<file path="src/design/bfcc_pkg.sv">
// ----------------------------------------------------------------------------
// bfcc_pkg: shared types, constants and CRC function for the frame checker
// Holds the result record, status codes, register indexes and the per-byte
// MSB-first CRC-32 update.
// ----------------------------------------------------------------------------
`default_nettype none

package bfcc_pkg;

	// Frame format constants
	localparam int unsigned LengthBits   = 16;
	localparam int unsigned PosBits      = 17;
	localparam int unsigned TrailerBytes = 4;

	localparam logic [31:0] CrcInit = 32'hFFFF_FFFF;
	localparam logic [31:0] CrcPoly = 32'h04C1_1DB7;
	localparam logic [15:0] LengthMask = 16'((32'd1 << LengthBits) - 32'd1);
	localparam logic [PosBits-1:0] PosMax = {PosBits{1'b1}};

	// Configuration register indexes
	localparam logic [1:0] CfgTokenIdx  = 2'd0;
	localparam logic [1:0] CfgUpdateIdx = 2'd1;

	// Result status codes
	typedef enum logic [1:0] {
		StatusOk       = 2'd0,
		StatusBadToken = 2'd1,
		StatusSize     = 2'd2,
		StatusCrc      = 2'd3
	} status_t;

	// One result item
	typedef struct packed {
		status_t     status;
		logic [7:0]  request_code;
		logic [15:0] payload_length;
		logic [31:0] received_crc;
		logic [31:0] computed_crc;
	} result_t;

	// Fold one byte into the CRC: xor into the top byte, then 32 shifts.
	// The shifts collapse into a flat xor network.
	function automatic logic [31:0] crc_step(logic [31:0] crc, logic [7:0] b);
		logic [31:0] c;
		c = crc ^ {b, 24'h00_0000};
		for (int k = 0; k < 32; k++) begin
			if (c[31]) begin
				c = {c[30:0], 1'b0} ^ CrcPoly;
			end else begin
				c = {c[30:0], 1'b0};
			end
		end
		return c;
	endfunction

endpackage

`default_nettype wire

</file>
<file path="src/design/bfcc_frame_core.sv">
// ----------------------------------------------------------------------------
// bfcc_frame_core: frame state and end-of-frame decision
// Tracks position, header fields, the four-byte trailer delay line and the
// running CRC; builds the result on the byte that ends the frame.
// ----------------------------------------------------------------------------
`default_nettype none

module bfcc_frame_core
	import bfcc_pkg::*;
(
	input  wire logic       clk,
	input  wire logic       arst_n,
	input  wire logic       advance,
	input  wire logic [7:0] data_s1,
	input  wire logic       end_s1,
	input  wire logic [7:0] token_value,
	input  wire logic [7:0] update_request_code,
	output logic            res_valid,
	output result_t         res
);

	logic [PosBits-1:0] pos_q, pos_next;
	logic [31:0]        crc_q, crc_next;
	logic [15:0]        len_q, len_next;
	logic [15:0]        first_q, first_next;
	logic [31:0]        tail_q, tail_next, tail_out;

	// Per-byte state update
	always_comb begin
		crc_next   = crc_q;
		len_next   = len_q;
		first_next = first_q;
		if (pos_q >= PosBits'(TrailerBytes)) begin
			crc_next = crc_step(crc_q, tail_q[7:0]);
		end
		tail_next = {data_s1, tail_q[31:8]};
		case (pos_q)
			PosBits'(0): first_next = {8'h00, data_s1};
			PosBits'(1): first_next = {data_s1, first_q[7:0]};
			PosBits'(2): len_next   = {8'h00, data_s1} & LengthMask;
			PosBits'(3): len_next   = (len_q | {data_s1, 8'h00}) & LengthMask;
			default:     ;
		endcase
		pos_next = (pos_q < PosMax) ? pos_q + PosBits'(1) : pos_q;
	end

	// Align a short trailer to the low end
	always_comb begin
		case (pos_next)
			PosBits'(1): tail_out = {24'h00_0000, tail_next[31:24]};
			PosBits'(2): tail_out = {16'h0000, tail_next[31:16]};
			PosBits'(3): tail_out = {8'h00, tail_next[31:8]};
			default:     tail_out = tail_next;
		endcase
	end

	// Decide the frame status
	always_comb begin
		if (pos_next < PosBits'(TrailerBytes)) begin
			res.status = StatusSize;
		end else if (first_next[7:0] != token_value) begin
			res.status = StatusBadToken;
		end else if (first_next[15:8] != update_request_code) begin
			res.status = StatusOk;
		end else if (pos_next != ({1'b0, len_next} + PosBits'(8))) begin
			res.status = StatusSize;
		end else if (tail_out != crc_next) begin
			res.status = StatusCrc;
		end else begin
			res.status = StatusOk;
		end
		res.request_code   = first_next[15:8];
		res.payload_length = len_next;
		res.received_crc   = tail_out;
		res.computed_crc   = crc_next;
	end

	assign res_valid = advance && end_s1;

	// Advance frame state; clear it after the last byte
	always_ff @(posedge clk or negedge arst_n) begin
		if (!arst_n) begin
			pos_q   <= '0;
			crc_q   <= CrcInit;
			len_q   <= '0;
			first_q <= '0;
			tail_q  <= '0;
		end else if (advance) begin
			if (end_s1) begin
				pos_q   <= '0;
				crc_q   <= CrcInit;
				len_q   <= '0;
				first_q <= '0;
				tail_q  <= '0;
			end else begin
				pos_q   <= pos_next;
				crc_q   <= crc_next;
				len_q   <= len_next;
				first_q <= first_next;
				tail_q  <= tail_next;
			end
		end
	end

endmodule

`default_nettype wire

</file>
<file path="config.mk">
export PLATFORM = sky130hd
export DESIGN_NAME = bfcc_frame_core
export DESIGN_NICKNAME = d
export VERILOG_FILES = /design/src/design/bfcc_pkg.sv /design/src/design/bfcc_frame_core.sv
export SDC_FILE = /design/constraint.sdc
export NUM_CORES = 1
export LEC_CHECK = 0
export BUFFER_PORTS_ARGS = -buffer_cell sky130_fd_sc_hd__clkbuf_2
export CAP_MARGIN = 5
export CELL_PAD_IN_SITES_DETAIL_PLACEMENT = 1
export CELL_PAD_IN_SITES_GLOBAL_PLACEMENT = 2
export CORE_ASPECT_RATIO = 0.7
export CORE_MARGIN = 5
export CORE_UTILIZATION = 37
export DETAILED_ROUTE_END_ITERATION = 10
export PLACE_DENSITY = 0.83
export SYNTH_ARGS = -nofsm -noshare
export SYNTH_HDL_FRONTEND = slang
export SYNTH_SLANG_ARGS = --single-unit
</file>
<file path="constraint.sdc">
create_clock -name clk -period 7.9 [get_ports clk]
set_input_delay 1.975 -clock clk [delete_from_list [all_inputs] [get_ports clk]]
set_output_delay 1.975 -clock clk [all_outputs]
set_load 0.05 [all_outputs]
</file>
==> insert_results.sql <==
INSERT INTO impl_metrics (metric_group, metric, value, unit) VALUES
('setup_path', 'r2r_start', 'crc_q[25]', ''),
('clock_network', 'cts_max_level', '4', ''),
('clock_network', 'clock_insertion_delay_worst_skew', '0.45', 'ns'),
('yosys', 'synthesis.area', '11150', 'um^2'),
('clock_network', 'cts_buffer_depth', '2', ''),
('setup_path', 'critPathMaxFanout', '10', ''),
('yosys', 'post_synth_fa_ha_maj_area_fraction', '0.005613', ''),
('route', 'detailed_route_wire_length_per_cell', '28.23', 'um'),
('sta', 'finalHoldViolCount', '0', ''),
('placement', 'port_buffers', '118', ''),
('yosys', 'postSynthCellCount', '1292', ''),
('sta', 'timing.final.crit_period', '7.749', 'ns'),
('clock_network', 'numClockSinks', '113', ''),
('flow_run', 'drv.max_cap_violation_count', '0', ''),
('global_route', 'vias_in_the_first_global_route', '10943', ''),
('yosys', 'muxShareOfSynthArea', '0.01572', ''),
('route', 'route.detailed.vias_per_inst', '6.036', ''),
('global_route', 'grt_first_pass_wirelength', '75750', 'um'),
('final_layout', 'layout-drive-gt1-share', '0.2172', ''),
('yosys', 'synth_top_family_by_area', 'XOR/XNOR gates', ''),
('setup_path', 'worstRegToRegCells', '13', ''),
('route', 'detail_route.iter0.violations', '1253', ''),
('sta', 'final.period_utilization', '0.9808', ''),
('yosys', 'synth_enable_flop_cells', '0', ''),
('sta', 'finalClockSkew', '0.01283', 'ns'),
('placement', 'detailedPlacementHpwl', '39640', 'um'),
('final_layout', 'non_filler_instances', '1817', ''),
('clock_network', 'tritoncts', 'done', ''),
('yosys', 'yosysUniqueCellTypes', '85', ''),
('clock_network', 'cts-buffers-inserted', '17', ''),
('yosys', 'synth_fp_nets', '1325', ''),
('yosys', 'synth-seq-cells', '113', ''),
('setup_path', 'r2r_slack', '3.39', 'ns'),
('yosys', 'post_synth.cell_area_avg', '8.627', 'um^2'),
('yosys', 'synth_top_cell_by_area', 'sky130_fd_sc_hd__dfrtp_1', ''),
('yosys', 'ys_seq_area_frac', '0.2573', ''),
('die', 'initial_core_util', '0.3735', ''),
('setup_path', 'rr_endpoint', 'crc_q[12]', ''),
('die', 'die-area', '33750', 'um^2'),
('route', 'totalWireLength', '51290', 'um'),
('yosys', 'synthesized_area_fraction_occupied_by_ao_oa_aoi_and_oai_cells', '0.1948', ''),
('yosys', 'post_synth_xor_area_fraction', '0.3128', ''),
('worst_hold_path', 'hold_start', 'first_q[14]', ''),
('placement', 'gp_congestion', '0.9620', ''),
('global_route', 'grt_max_degree', '79', ''),
('sta', 'fmax', '0.1291', 'GHz'),
('die', 'chip_width', '217.4', 'um'),
('sta', 'slew_viol_final', '0', ''),
('final_layout', 'antenna_cells_inserted', '0', ''),
('yosys', 'synth_top_area_share', '0.1819', ''),
('final_layout', 'layout.nets', '1452', ''),
('final_layout', 'most_frequent_standard_cell_in_the_layout_excluding_fill_and_tap_cells', 'sky130_fd_sc_hd__xnor2_1', ''),
('route', 'drc_errors', '0', ''),
('final_layout', 'layout.core_utilization', '0.4410', ''),
('clock_network', 'clk_pin_slew_worst_paths', '0.06', 'ns'),
('outcome', 'run_status', 'finished clean', ''),
('route', 'ant_nets', '0', ''),
('setup_path', 'required', '5.93', 'ns'),
('yosys', 'postSynth.asyncResetShare', '1.000', ''),
('sta', 'worstMarginPinSlew', '0.9816', 'ns'),
('sta', 'fin_setup_tns', '0', 'ns'),
('yosys', 'synth_top_cells_by_area', 'sky130_fd_sc_hd__dfrtp_1 (18%), sky130_fd_sc_hd__xnor2_1 (15%), sky130_fd_sc_hd__xnor3_1 (7.7%)', ''),
('die', 'design.portCount', '119', ''),
('yosys', 'yosys_warnings', '0', ''),
('setup_path', 'critical_path_class', 'register to output port', ''),
('setup_path', 'setup.worst_path.start_class', 'register', ''),
('final_layout', 'layout_common_cells', 'sky130_fd_sc_hd__xnor2_1 (183), sky130_fd_sc_hd__nor2_1 (118), sky130_fd_sc_hd__clkbuf_2 (117), sky130_fd_sc_hd__nand2_1 (112), sky130_fd_sc_hd__buf_4 (80)', ''),
('route', 'detail_route.first_pass.iterations', '5', ''),
('final_layout', 'syn_to_final_growth', '18.06', '%'),
('placement', 'post-place-cells', '1784', ''),
('setup_path', 'worst_setup_path_end_kind', 'output port', '');
state kept, by name (all words and copies together), names as in the netlist:
name     flops
crc_q       32
first_q     16
len_q       16
pos_q       17
tail_q      32
worst max path at each step:
stage | startpoint | to | slack, ns | cells past startpoint
floorplan | data_s1[0] | res[88] | 0.44 | 10
global placement | crc_q[25] | res[88] | 0.27 | 15
detailed placement | crc_q[16] | res[89] | 0.33 | 13
CTS | crc_q[25] | res[89] | 0.01 | 14
global route | pos_q[5] | res[89] | 0.01 | 15
finish | crc_q[23] | res[89] | 0.15 | 14
what timing repair did:
| item | 4_1_cts | 5_1_grt |
|---|---|---|
| pin swaps | 1 | 0 |
| cloned | 0 | 0 |
| endpoints found under the setup margin | 2 | 2 |
| setup buffers | 1 | 0 |
| gates resized for setup | 5 | 9 |
final cells by class:
cell class                 count  area, um^2
clock inverter                 8       98.84
fill                        3524       16680
multi-input combinational   1032        7782
timing repair buffer         197        1186
sequential                   113        2870
tap                          385       481.7
inverter                      58       217.7
clock buffer                  24       521.8
worst max-delay path: stages, from the launching register on:
cell,delay (ns)
sky130_fd_sc_hd__dfstp_2,0.77
sky130_fd_sc_hd__xnor3_1,0.46
sky130_fd_sc_hd__xnor3_1,0.45
sky130_fd_sc_hd__xor2_1,0.52
sky130_fd_sc_hd__xnor3_1,0.43
sky130_fd_sc_hd__xnor3_1,0.24
sky130_fd_sc_hd__xor2_1,0.47
sky130_fd_sc_hd__xnor2_1,0.17
sky130_fd_sc_hd__nor2_1,0.28
sky130_fd_sc_hd__xor2_1,0.33
sky130_fd_sc_hd__xnor2_1,0.20
sky130_fd_sc_hd__o221ai_1,0.22
sky130_fd_sc_hd__nor4_4,0.40
sky130_fd_sc_hd__a21oi_1,0.12
sky130_fd_sc_hd__clkbuf_2,0.26
routing by layer:
layer  vias up  global-route usage  part of all wire
met5         -                   0           0.00064
met4         4             0.05835             0.014
met3        53             0.07878             0.096
met2       518              0.4112              0.40
met1      5621              0.4753              0.49
li1       4771                   -                 -
Yosys cell counts, types with 5 or more instances:
library cell                  n
sky130_fd_sc_hd__xnor2_1    188
sky130_fd_sc_hd__nor2_1     119
sky130_fd_sc_hd__nand2_1    112
sky130_fd_sc_hd__dfrtp_1     81
sky130_fd_sc_hd__o21ai_0     72
sky130_fd_sc_hd__xor2_1      72
sky130_fd_sc_hd__clkbuf_1    67
sky130_fd_sc_hd__a21oi_1     60
sky130_fd_sc_hd__inv_1       56
sky130_fd_sc_hd__xnor3_1     38
sky130_fd_sc_hd__a22o_1      37
sky130_fd_sc_hd__nand3_1     37
sky130_fd_sc_hd__dfstp_2     32
sky130_fd_sc_hd__a22oi_1     22
sky130_fd_sc_hd__o31ai_1     19
sky130_fd_sc_hd__nor3_1      18
sky130_fd_sc_hd__o2bb2ai_1   15
sky130_fd_sc_hd__a31oi_1     13
sky130_fd_sc_hd__mux2i_1     13
sky130_fd_sc_hd__buf_2       12
sky130_fd_sc_hd__nand4_1     12
sky130_fd_sc_hd__nor4_1      12
sky130_fd_sc_hd__and2_1      10
sky130_fd_sc_hd__o22ai_1     10
sky130_fd_sc_hd__o211ai_1     9
sky130_fd_sc_hd__o22a_1       9
sky130_fd_sc_hd__a211oi_1     7
sky130_fd_sc_hd__and3_1       7
sky130_fd_sc_hd__or3_1        7
sky130_fd_sc_hd__xnor2_2      7
sky130_fd_sc_hd__buf_1        6
sky130_fd_sc_hd__nand2b_1     6
sky130_fd_sc_hd__nor2b_1      6
sky130_fd_sc_hd__ha_1         5
sky130_fd_sc_hd__or2_2        5
per-stage QoR:
stage | area, um^2 | hold slack (ns) | worst slack (ns)
final | 13160 | 0.4929 | 0.1514
after global routing | 13160 | 0.5053 | 0.009832
after CTS | 13120 | 0.4926 | 0.01174
after detailed placement | 12450 | 0.4751 | 0.3320
after global placement | 12450 | 0.4713 | 0.2673
after floorplan | 11150 | 0.4570 | 0.4417
logic make-up (layout without fill, tap and decap cells):
kind of cell / after synthesis / in the layout
XOR/XNOR: 316 / 316
multiplexers: 16 / 16
AO/OA/AOI/OAI: 318 / 318
flip-flops: 113 / 113
buffers and inverters: 147 / 287
adder cells (fa/ha/maj): 5 / 5
AND/OR/NAND/NOR: 377 / 377
Power is not shown: default switching activity piles up to over one toggle a cycle in this logic, so the estimate is an artifact.
